===== src/sv/aechi_pkg.sv =====
// ----------------------------------------------------------------------------
// aechi_pkg: shared types and constants for the ACPI EC host interface
// Command codes, item and result layouts, event ring sizing and helpers.
// ----------------------------------------------------------------------------
package aechi_pkg;

	// event ring sizing (one slot always stays free)
	localparam int QUEUE_DEPTH = 16;
	localparam int QIDX_W      = (QUEUE_DEPTH > 1) ? $clog2(QUEUE_DEPTH) : 1;

	// ec space
	localparam int EC_DEPTH  = 256;
	localparam int EC_ADDR_W = 8;

	// configuration port
	localparam int  PADDR_W     = 3;
	localparam int  PDATA_W     = 32;
	localparam logic REG_ACPI_EN = 1'b0;

	// host command codes
	localparam logic [7:0] CMD_READ      = 8'h80;
	localparam logic [7:0] CMD_WRITE     = 8'h81;
	localparam logic [7:0] CMD_BURST_ON  = 8'h82;
	localparam logic [7:0] CMD_BURST_OFF = 8'h83;
	localparam logic [7:0] CMD_QUERY     = 8'h84;
	localparam logic [7:0] BURST_ACK     = 8'h90;

	// data bytes that follow a read or write command
	localparam logic [1:0] BYTES_READ  = 2'h1;
	localparam logic [1:0] BYTES_WRITE = 2'h2;

	typedef enum logic [1:0] {
		OP_COMMAND = 2'd0,
		OP_DATA    = 2'd1,
		OP_EVENT   = 2'd2,
		OP_TIMEOUT = 2'd3
	} opcode_t;

	typedef struct packed {
		opcode_t    opcode;
		logic [7:0] byte_value;
		logic       host_awake;
	} item_t;

	typedef struct packed {
		logic       reply_valid;
		logic [7:0] reply_byte;
		logic       sci_pulse;
		logic       event_pending;
		logic       burst_active;
		logic       burst_watch;
	} result_t;

	function automatic logic [QIDX_W-1:0] qnext(input logic [QIDX_W-1:0] idx);
		logic [QIDX_W-1:0] res;
		if (idx == QIDX_W'(QUEUE_DEPTH - 1)) begin
			res = '0;
		end else begin
			res = idx + QIDX_W'(1);
		end
		return res;
	endfunction

endpackage


===== src/sv/aechi_ram.sv =====
// ----------------------------------------------------------------------------
// aechi_ram: generic single-write, single-read RAM
// One write port and one read port with registered read data and read enable.
// ----------------------------------------------------------------------------
module aechi_ram #(
	parameter int WIDTH = 8,
	parameter int DEPTH = 256
) (
	input  logic                     clk,
	input  logic                     wr_en,
	input  logic [$clog2(DEPTH)-1:0] wr_addr,
	input  logic [WIDTH-1:0]         wr_data,
	input  logic                     rd_en,
	input  logic [$clog2(DEPTH)-1:0] rd_addr,
	output logic [WIDTH-1:0]         rd_data
);

	logic [WIDTH-1:0] mem_q [DEPTH];

	always_ff @(posedge clk) begin
		if (wr_en) begin
			mem_q[wr_addr] <= wr_data;
		end
		if (rd_en) begin
			rd_data <= mem_q[rd_addr];
		end
	end

endmodule


===== src/sv/acpi_ec_host_interface.sv =====
// ----------------------------------------------------------------------------
// acpi_ec_host_interface: host side of an ACPI embedded controller
// Decodes host command and data bytes, event pushes and burst timeouts.
// ----------------------------------------------------------------------------
// Usage:
//   cmd channel (cmd_valid / cmd_stall / cmd) carries one host item: a command
//   byte, a data byte, a firmware event push or a burst timeout.
//   res channel (res_valid / res_stall / res) returns exactly one result per
//   item, in order: optional reply byte, sci pulse and the status bits.
//   The acpi enable register sits on the apb port at byte address 0.
// Timing:
//   an item is registered on entry, decoded against the ec space ram
//   (registered read, address taken from the item on entry) and lands in
//   the result register: res_valid rises once it moves there from the entry register.
//   One item per cycle is sustained while res_stall is low; the result
//   register and the entry register let a new item in while a result waits.
// Reset:
//   all status, command state, ring pointers and the ec space valid bits
//   clear at once, so the ec space reads as zeros with no clearing pass.
// Stall:
//   with res_stall high the result holds; the entry register then fills and
//   cmd_stall rises one item later.
// ----------------------------------------------------------------------------
module acpi_ec_host_interface
	import aechi_pkg::*;
(
	input  logic               clk,
	input  logic               arst_n,
	// host item channel
	input  logic               cmd_valid,
	output logic               cmd_stall,
	input  item_t              cmd,
	// result channel
	output logic               res_valid,
	input  logic               res_stall,
	output result_t            res,
	// configuration
	input  logic               psel,
	input  logic               penable,
	input  logic               pwrite,
	input  logic [PADDR_W-1:0] paddr,
	input  logic [PDATA_W-1:0] pwdata,
	output logic [PDATA_W-1:0] prdata,
	output logic               pready
);

	logic in_fire;
	logic s2_free;
	logic step;

	logic  valid_s1;
	item_t item_s1;
	logic  valid_s2;
	result_t res_s2;

	logic acpi_en_q;

	// command and burst state
	logic [7:0]          current_command_q, current_command_nxt;
	logic [1:0]          bytes_expected_q, bytes_expected_nxt;
	logic [7:0]          write_address_q, write_address_nxt;
	logic                pending_q, pending_nxt;
	logic                burst_q, burst_nxt;
	logic                watch_q, watch_nxt;

	// event ring
	logic [7:0]          queue_q [QUEUE_DEPTH];
	logic [QIDX_W-1:0]   head_q, head_nxt;
	logic [QIDX_W-1:0]   tail_q, tail_nxt;
	logic [QIDX_W-1:0]   head_inc;
	logic                q_wr;

	// ec space
	logic [EC_DEPTH-1:0]  ec_valid_q;
	logic                 ec_wr;
	logic                 ram_wr_en;
	logic [7:0]           ram_rd_data;
	logic                 bypass_q;
	logic [EC_ADDR_W-1:0] byp_addr_q;
	logic [7:0]           byp_data_q;
	logic [7:0]           ec_rd_byte;

	result_t res_nxt;

	// handshake
	assign s2_free   = !valid_s2 || !res_stall;
	assign cmd_stall = valid_s1 && !s2_free;
	assign in_fire   = cmd_valid && !cmd_stall;
	assign step      = valid_s1 && s2_free;
	assign res_valid = valid_s2;
	assign res       = res_s2;

	// configuration port
	assign pready = 1'b1;
	assign prdata = (paddr[2] == REG_ACPI_EN) ? PDATA_W'(acpi_en_q) : '0;

	always_ff @(posedge clk or negedge arst_n) begin
		if (!arst_n) begin
			acpi_en_q <= 1'b0;
		end else if (psel && penable && pwrite && pready && paddr[2] == REG_ACPI_EN) begin
			acpi_en_q <= pwdata[0];
		end
	end

	// entry register
	always_ff @(posedge clk or negedge arst_n) begin
		if (!arst_n) begin
			valid_s1 <= 1'b0;
		end else if (in_fire) begin
			valid_s1 <= 1'b1;
		end else if (step) begin
			valid_s1 <= 1'b0;
		end
	end

	always_ff @(posedge clk) begin
		if (in_fire) begin
			item_s1 <= cmd;
		end
	end

	// ec space ram, read address taken straight from the incoming item
	assign ram_wr_en = step && ec_wr;

	aechi_ram #(
		.WIDTH (8),
		.DEPTH (EC_DEPTH)
	) u_ec_ram (
		.clk     (clk),
		.wr_en   (ram_wr_en),
		.wr_addr (write_address_q),
		.wr_data (item_s1.byte_value),
		.rd_en   (in_fire),
		.rd_addr (cmd.byte_value),
		.rd_data (ram_rd_data)
	);

	// bypass covers a write made on the same edge the reading item entered
	always_ff @(posedge clk or negedge arst_n) begin
		if (!arst_n) begin
			bypass_q   <= 1'b0;
			ec_valid_q <= '0;
		end else begin
			if (in_fire) begin
				bypass_q <= ram_wr_en;
			end
			if (ram_wr_en) begin
				ec_valid_q[write_address_q] <= 1'b1;
			end
		end
	end

	always_ff @(posedge clk) begin
		if (ram_wr_en) begin
			byp_addr_q <= write_address_q;
			byp_data_q <= item_s1.byte_value;
		end
	end

	always_comb begin
		if (!ec_valid_q[item_s1.byte_value]) begin
			ec_rd_byte = '0;
		end else if (bypass_q && byp_addr_q == item_s1.byte_value) begin
			ec_rd_byte = byp_data_q;
		end else begin
			ec_rd_byte = ram_rd_data;
		end
	end

	assign head_inc = qnext(head_q);

	// item decode
	always_comb begin
		current_command_nxt = current_command_q;
		bytes_expected_nxt  = bytes_expected_q;
		write_address_nxt   = write_address_q;
		pending_nxt         = pending_q;
		burst_nxt           = burst_q;
		watch_nxt           = watch_q;
		head_nxt            = head_q;
		tail_nxt            = tail_q;
		q_wr                = 1'b0;
		ec_wr               = 1'b0;
		res_nxt             = '0;

		unique case (item_s1.opcode)
			OP_COMMAND: begin
				current_command_nxt = item_s1.byte_value;
				bytes_expected_nxt  = '0;
				unique case (item_s1.byte_value) inside
					CMD_READ, CMD_WRITE: begin
						res_nxt.sci_pulse  = 1'b1;
						bytes_expected_nxt = (item_s1.byte_value == CMD_READ) ?
							BYTES_READ : BYTES_WRITE;
						if (acpi_en_q && !burst_q) begin
							watch_nxt = 1'b1;
						end
					end
					CMD_BURST_ON: begin
						burst_nxt          = 1'b1;
						watch_nxt          = 1'b1;
						res_nxt.reply_valid = 1'b1;
						res_nxt.reply_byte  = BURST_ACK;
						res_nxt.sci_pulse   = 1'b1;
					end
					CMD_BURST_OFF: begin
						burst_nxt         = 1'b0;
						watch_nxt         = 1'b0;
						res_nxt.sci_pulse = 1'b1;
					end
					CMD_QUERY: begin
						if (head_q != tail_q) begin
							res_nxt.reply_valid = 1'b1;
							res_nxt.reply_byte  = queue_q[tail_q];
							res_nxt.sci_pulse   = 1'b1;
							tail_nxt            = qnext(tail_q);
							if (tail_nxt == head_q) begin
								pending_nxt = 1'b0;
							end
						end else begin
							pending_nxt = 1'b0;
						end
					end
					default: begin
					end
				endcase
			end
			OP_DATA: begin
				if (bytes_expected_q != '0) begin
					bytes_expected_nxt = bytes_expected_q - 2'd1;
					if (current_command_q == CMD_READ) begin
						if (bytes_expected_nxt == '0) begin
							res_nxt.reply_valid = 1'b1;
							res_nxt.reply_byte  = ec_rd_byte;
							res_nxt.sci_pulse   = 1'b1;
							watch_nxt           = 1'b0;
						end
					end else if (current_command_q == CMD_WRITE) begin
						res_nxt.sci_pulse = 1'b1;
						if (bytes_expected_nxt == BYTES_READ) begin
							// first byte after the write command is the address
							write_address_nxt = item_s1.byte_value;
						end else if (bytes_expected_nxt == '0) begin
							ec_wr     = 1'b1;
							watch_nxt = 1'b0;
						end
					end
				end
			end
			OP_EVENT: begin
				q_wr = 1'b1;
				// full ring: entry is overwritten in the free slot, head stays
				if (head_inc != tail_q) begin
					head_nxt = head_inc;
				end
				if (item_s1.host_awake) begin
					pending_nxt       = 1'b1;
					res_nxt.sci_pulse = 1'b1;
				end
			end
			OP_TIMEOUT: begin
				if (burst_q || watch_q) begin
					burst_nxt         = 1'b0;
					watch_nxt         = 1'b0;
					res_nxt.sci_pulse = 1'b1;
				end
			end
			default: begin
			end
		endcase

		res_nxt.event_pending = pending_nxt;
		res_nxt.burst_active  = burst_nxt;
		res_nxt.burst_watch   = watch_nxt;
	end

	// state update
	always_ff @(posedge clk or negedge arst_n) begin
		if (!arst_n) begin
			current_command_q <= '0;
			bytes_expected_q  <= '0;
			write_address_q   <= '0;
			pending_q         <= 1'b0;
			burst_q           <= 1'b0;
			watch_q           <= 1'b0;
			head_q            <= '0;
			tail_q            <= '0;
		end else if (step) begin
			current_command_q <= current_command_nxt;
			bytes_expected_q  <= bytes_expected_nxt;
			write_address_q   <= write_address_nxt;
			pending_q         <= pending_nxt;
			burst_q           <= burst_nxt;
			watch_q           <= watch_nxt;
			head_q            <= head_nxt;
			tail_q            <= tail_nxt;
		end
	end

	always_ff @(posedge clk) begin
		if (step && q_wr) begin
			queue_q[head_q] <= item_s1.byte_value;
		end
	end

	// result register
	always_ff @(posedge clk or negedge arst_n) begin
		if (!arst_n) begin
			valid_s2 <= 1'b0;
		end else if (step) begin
			valid_s2 <= 1'b1;
		end else if (!res_stall) begin
			valid_s2 <= 1'b0;
		end
	end

	always_ff @(posedge clk) begin
		if (step) begin
			res_s2 <= res_nxt;
		end
	end

endmodule


===== config.mk =====
export PLATFORM = sky130hd
export DESIGN_NAME = acpi_ec_host_interface
export DESIGN_NICKNAME = d
export VERILOG_FILES = /design/src/sv/aechi_pkg.sv /design/src/sv/aechi_ram.sv /design/src/sv/acpi_ec_host_interface.sv
export SDC_FILE = /design/constraint.sdc
export NUM_CORES = 2
export LEC_CHECK = 0
export BUFFER_PORTS_ARGS = -buffer_cell sky130_fd_sc_hd__buf_4
export CORE_ASPECT_RATIO = 1.2
export CORE_UTILIZATION = 45
export DETAILED_ROUTE_END_ITERATION = 6
export PLACE_DENSITY = 0.61
export SKIP_CTS_REPAIR_TIMING = 1
export SLEW_MARGIN = 30
export SYNTH_ARGS = -nofsm -noshare
export SYNTH_HDL_FRONTEND = slang
export SYNTH_SLANG_ARGS = --single-unit

===== constraint.sdc =====
create_clock -name clk -period 6.3 [get_ports clk]
set_clock_uncertainty 0.05 [all_clocks]
set_input_delay 1.26 -clock clk [delete_from_list [all_inputs] [get_ports clk]]
set_output_delay 1.26 -clock clk [all_outputs]
set_load 0.03 [all_outputs]

# Yosys cells after proc, flatten, opt, wreduce, memory -nomap -nowiden
# Memories as Yosys holds them, arrays and structs flattened. A register that Yosys moved wholly into a read port is not among the register bits.
# Cells that the tools add are included.
totals:
  regBits: 329
  ramBits: 2176
  inputBits: 53
  elab_cells: 144
  n_memories: 2
op_classes:
  n_addsub: 3
  n_lt_le_gt_ge: 3
  eq_ne: 19
  mux: 60
  bitwise: 3
  n_reduce_logical: 30
memory_table:
  columns: ["memory", "words", "width", "read_ports", "rd_clocked_by_memory_dff", "write_ports", "line", "rtl"]
  rows:
  - ["u_ec_ram.mem_q", 256, 8, 1, 1, 1, "aechi_ram.sv:18", "logic [WIDTH-1:0] mem_q [DEPTH];"]
  - ["queue_q", 16, 8, 1, 0, 1, "acpi_ec_host_interface.sv:67", "logic [7:0] queue_q [QUEUE_DEPTH];"]
ops:
  columns: ["op", "n"]
  rows:
  - ["256-bit OR", 1]
  - ["8-bit == test, second input constant", 7]
  - ["9-bit case mux with 2 select lines", 2]
  - ["1-bit two-way mux", 34]
  - ["10-bit two-way mux", 3]
  - ["4-bit two-way mux", 5]
  - ["8-bit by 9-bit < comparator with 1-bit output, second input constant", 2]
  - ["8-bit two-way mux", 2]
  - ["1-bit logical AND", 11]
  - ["9-bit two-way mux", 1]
  - ["4-bit by 1-bit adder with 4-bit output, second input constant", 2]
  - ["1-bit binary-select mux with 8-bit select", 1]
  - ["1-bit demux with 8-bit select", 1]
  - ["4-bit == test, second input constant", 2]
  - ["8-bit == test", 1]
  - ["8-bit by 1-bit greater-or-equal comparator with 1-bit output, second input constant", 1]
  - ["4-bit inequality test", 2]
  - ["1-bit case mux with 2 select lines", 4]
  - ["2-bit two-way mux", 3]
  - ["1-bit case mux with 3 select lines", 2]
  - ["3-bit AND reduction", 2]
  - ["6-bit AND reduction", 1]
  - ["2-bit nonzero test", 3]
  - ["1-bit logical NOT", 5]
  - ["15 further kinds", 20]

# Depth between registers and ports, before layout
logic_depth:
  depth_word: 11
  mapped_depth: 10
  depth_no_buf: 9

# By module
# A second synthesis with hierarchy kept.
unflattened:
  cells_unflattened: 5074
  area_unflattened_um2: 99337.8
modules_own_cells:
  columns: ["module", "instances", "cells_per_inst", "area_each_um2", "seq_area_each_um2"]
  rows:
  - ["aechi_ram", 1, 3733, 79636.4, 61739.2]
  - ["acpi_ec_host_interface", 1, 1341, 19701.4, 12276.8]

# Worst setup path after synthesis
# No wires, ideal clock.
synth_timing:
  path_type: "register -> register"
  from: "register item_s1[1] (netlist bit)"
  to: "register res_s2, in the netlist res[11] (data pin)"
  setup_time_ns: 0.272
  arrival_time_ns: 6.010
  path_slack_ns: -0.032
  path_stages_with_launch: 11
  period_less_slack_ns: 6.332
  cell_sequence: "edfxtp_1 buf_2 buf_6 buf_2 mux2_2 o22ai_1 nor4_1 a2111oi_0 o22ai_1 a32oi_4 o211ai_1"
synth_lines:
  columns: ["element", "line", "rtl"]
  rows:
  - ["start: declaration", "acpi_ec_host_interface.sv:52", "item_t item_s1;"]
  - ["start signal: assignment", "acpi_ec_host_interface.sv:118", "item_s1 <= cmd;"]
  - ["end signal: assignment", "acpi_ec_host_interface.sv:319", "res_s2 <= res_nxt;"]
  - ["end: declaration", "acpi_ec_host_interface.sv:54", "result_t res_s2;"]

# Worst setup path after layout
layout_timing:
  from: "register current_command_q[5]"
  to: "memory u_ec_ram.mem_q[242][3], enable pin"
layout_via:
  elab_chain_len: 8
  elab_cells_between_ends: 9
  classes_between: "2 x eq/ne; 6 x mux; 1 x reduce/logical"
layout_rtl:
  columns: ["element", "line", "rtl"]
  rows:
  - ["start: declaration", "acpi_ec_host_interface.sv:59", "logic [7:0] current_command_q, current_command_nxt;"]
  - ["start signal: assignment", "acpi_ec_host_interface.sv:289", "current_command_q <= current_command_nxt;"]
  - ["8-bit == test", "acpi_ec_host_interface.sv:238", "end else if (current_command_q == CMD_WRITE) begin"]
  - ["1-bit two-way mux", "acpi_ec_host_interface.sv:238", null]
  - ["1-bit two-way mux *", "acpi_ec_host_interface.sv:231", "if (current_command_q == CMD_READ) begin"]
  - ["1-bit two-way mux *", "acpi_ec_host_interface.sv:229", "if (bytes_expected_q != '0) begin"]
  - ["1-bit two-way mux *", "acpi_ec_host_interface.sv:186", "unique case (item_s1.opcode)"]
  - ["1-bit logical AND *", "acpi_ec_host_interface.sv:123", "assign ram_wr_en = step && ec_wr;"]
  - ["via ram_wr_en", "acpi_ec_host_interface.sv:76", "logic ram_wr_en;"]
  - ["1-bit two-way mux *", "aechi_ram.sv:21", "if (wr_en) begin"]
  - ["1-bit two-way mux (not written as such) *", "aechi_ram.sv:22", "mem_q[wr_addr] <= wr_data;"]
  - ["end: declaration", "aechi_ram.sv:18", null]
# The timed path passes the listed nets; every way through them passes the cells marked *.

==> flow_summary.ini <==
[placement]
dp.cells = 7248
portBuffers = 35
place_area_mm2 = 0.1018
hpwl_um = 141000
gp_congestion = 0.8500

[detailed_routing]
ant_nets = 0
vias = 45100
wire_per_inst_um = 29.67
drcViolationCount = 0
drtIter0Drc = 4681
vias_per_cell = 5.863
drt_wl_total_um = 228200
first_pass_iters = 6

[floorplanning]
die_height_um = 512.3
pin_count = 101
floorplan.initialDensity_pct = 45.46
rows = 186
coreArea_mm2 = 0.2148
die_area_mm2 = 0.2189
die_w_um = 427.2

[sta]
whs_ns = 0.2843
min_period_ns = 4.760
setup_violations = 0
fin_crit_sh_pct = 75.55
slew_headroom_pct = 25.16
grt_setup_unrepaired = no
slew_viol_final = 0
tightest_slew_ns = 1.120
fin_tns_setup_ns = 0
hold_viol_final = 0
max_freq_ghz = 0.2101

[logic_synthesis]
postSynth.topFlopCell = edfxtp_1
synth_most_common_cell = edfxtp_1
synthArstFlopShare_pct = 11.50
synth_edf_count = 2224
synth_common_cells = edfxtp_1, mux4_2, nor2_1
ys_ff_latch = 2513
yosys.area.top_type = edfxtp_1
synth_top_area_share_pct = 68.40
avgSynthCellArea_um2 = 21.71
yosysWarningCount = 0
synth-seq-area-share_pct = 75.80
yosys.cell_types.count = 58
synthCells = 4498
synthesis.area_mm2 = 0.09764
synth.area.top_cells = edfxtp_1, mux4_2, dfrtp_1

[critical_path]
cp.required_ns = 6.71
crit_start = current_command_q[5]
worstPathCellList = nor4b_1, nand3_1, nor3_2, buf_4, and3_1, nand3_1, nor2_1
reg2reg_depth = 7
r2r-start = current_command_q[5]
path_class = flip-flop to flip-flop
r2r-end = u_ec_ram.mem_q[242][3]
slowest_stage = nor2_1
endpoint_kind = flip-flop
cp.arrival_ns = 5.17
start_kind = flip-flop
endpoint = u_ec_ram.mem_q[242][3]
cp_common_cell = nand3_1
reg2reg_slack_ns = 1.54
crit_fanout = 20
critPathMaxStageDelay_ns = 1.02

[global_routing]
grt_util_all_layers_pct = 21.12
grt_first_pass_wirelength_um = 332300
grt_pass1_vias = 46630
grt_start_max_net_pins = 169
grt_overflow_total = 0
antenna_found_initial = 4

[finish]
final_nets = 4729
final_area_mm2 = 0.1096
stdcell_count = 7692
seqCellArea_mm2 = 0.07402
layout-drive-gt1-share_pct = 31.86
fill_cells = 16800
multi_input_area_mm2 = 0.02253
syn_to_final_growth_pct = 12.24

[pwr]
post-layout-total-power_w = 0.03433
combPwrFrac_pct = 5.2
internal_power_w = 0.02697
power.share.switching_pct = 21.42
ir_worst_vdd_v = 0.0003368
power_switching_w = 0.007353
seqPwrFrac_pct = 53.4
clockPowerShare_pct = 41.5
power_density_mw_per_mm2 = 313.2
power_leakage_nw = 36.43

[run_status]
status = completed

[worst_hold_path]
hp-class = input port to asynchronous set/reset pin

[cts]
clock_latency_ns = 0.88
cts_buffers = 232
h-tree-depth = 4
cts.sinks = 2513
cts_max_path_buffers = 3
path_clk_slew_ns = 0.07
cts_tree = built
clockRootBuffer = clkbuf_16

[run]
cap_violations = 0
## flip-flops by register name, indices dropped and copies added, names as in the netlist, 2 cells and up
register and count:
ec_valid_q 256, current_command_q 8, bytes_expected_q 2, byp_addr_q 8
queue_q 128, write_address_q 8, tail_q 4, u_ec_ram.mem_q 2048
head_q 4, res 13, byp_data_q 8, u_ec_ram.rd_data 8
item_s1 11
## cells in the final DEF (no fill, tap or decap), types with 18 or more instances in the layout
cell type / n
or2_2: 233
buf_4: 116
conb_1: 32
mux2_2: 25
o21ai_0: 18
edfxtp_1: 2224
nand2_1: 77
clkbuf_1: 55
nor2_1: 275
clkinv_2: 47
bufinv_16: 25
clkinv_1: 37
mux4_2: 740
dfrtp_1: 288
clkbuf_16: 234
or2_1: 25
a22oi_1: 46
nand3_1: 26
buf_12: 37
nor2_2: 23
## metal layers
layer  GRT usage (%)  vias to the layer above  part of all wire [%]
met5               0                        -                     0
met2           35.27                     1466                    51
li1                -                    18790                     -
met4           5.406                        0                   2.5
met3           3.268                      282                   5.8
met1           29.03                    24570                    41
## critical path: cells and delay by family (launching register included)
kind / cells / cell delay, ns
buffers and inverters: 1 / 0.34
flip-flops: 1 / 0.38
AND/OR/NAND/NOR: 6 / 3.54
## stage by stage
stage | setup slack [ns] | util [%]
floorplan | 0.007919 | -
global placement | 1.213 | 47.37
detailed placement | 1.299 | 47.39
CTS | 1.432 | 50.99
global route | 1.395 | 51.02
finish | 1.540 | 51.02
## kinds of logic after synthesis
| family | Yosys count | synth area share, % |
|---|---|---|
| AO/OA/AOI/OAI | 161 | 1.222 |
| XOR/XNOR | 21 | 0.1884 |
| adder cells (fa/ha/maj) | 13 | 0.1666 |
| buffers and inverters | 276 | 1.385 |
| flip-flops | 2513 | 75.80 |
| multiplexers | 778 | 17.49 |
| other | 2 | 0.007691 |
| AND/OR/NAND/NOR | 734 | 3.738 |
## worst min path at each step
stage                    start         endpoint  slack, ns  depth (start not counted)
6_report                arst_n  ec_valid_q[174]       0.28                          1
5_1_grt                 arst_n  ec_valid_q[174]       0.29                          1
4_1_cts                 arst_n  ec_valid_q[174]       0.27                          1
3_5_place_dp    ec_valid_q[77]   ec_valid_q[77]       0.40                          1
3_3_place_gp    ec_valid_q[13]   ec_valid_q[13]       0.39                          1
2_1_floorplan  ec_valid_q[135]  ec_valid_q[135]       0.38                          1
## area by class of cell
class | count | area share, %
Multi-Input combinational cell | 1739 | 20.55
Tap cell | 2820 | 3.219
Inverter | 15 | 0.05137
Clock buffer | 306 | 5.745
Clock inverter | 136 | 1.305
Antenna cell | 1 | 0.002283
Sequential cell | 2513 | 67.53
Timing Repair Buffer | 162 | 1.591
## power groups by stage
stage | logic, W | clock network [W] | registers, W
6_report | 0.00178 | 0.0142 | 0.0183
5_1_grt | 0.00190 | 0.0151 | 0.0183
4_1_cts | 0.00181 | 0.0145 | 0.0183
3_5_place_dp | 0.00180 | 0 | 0.0187
3_3_place_gp | 0.00177 | 0 | 0.0187
2_1_floorplan | 0.00101 | 0 | 0.0188
No activity file was read; power rests on OpenSTA's default activity.
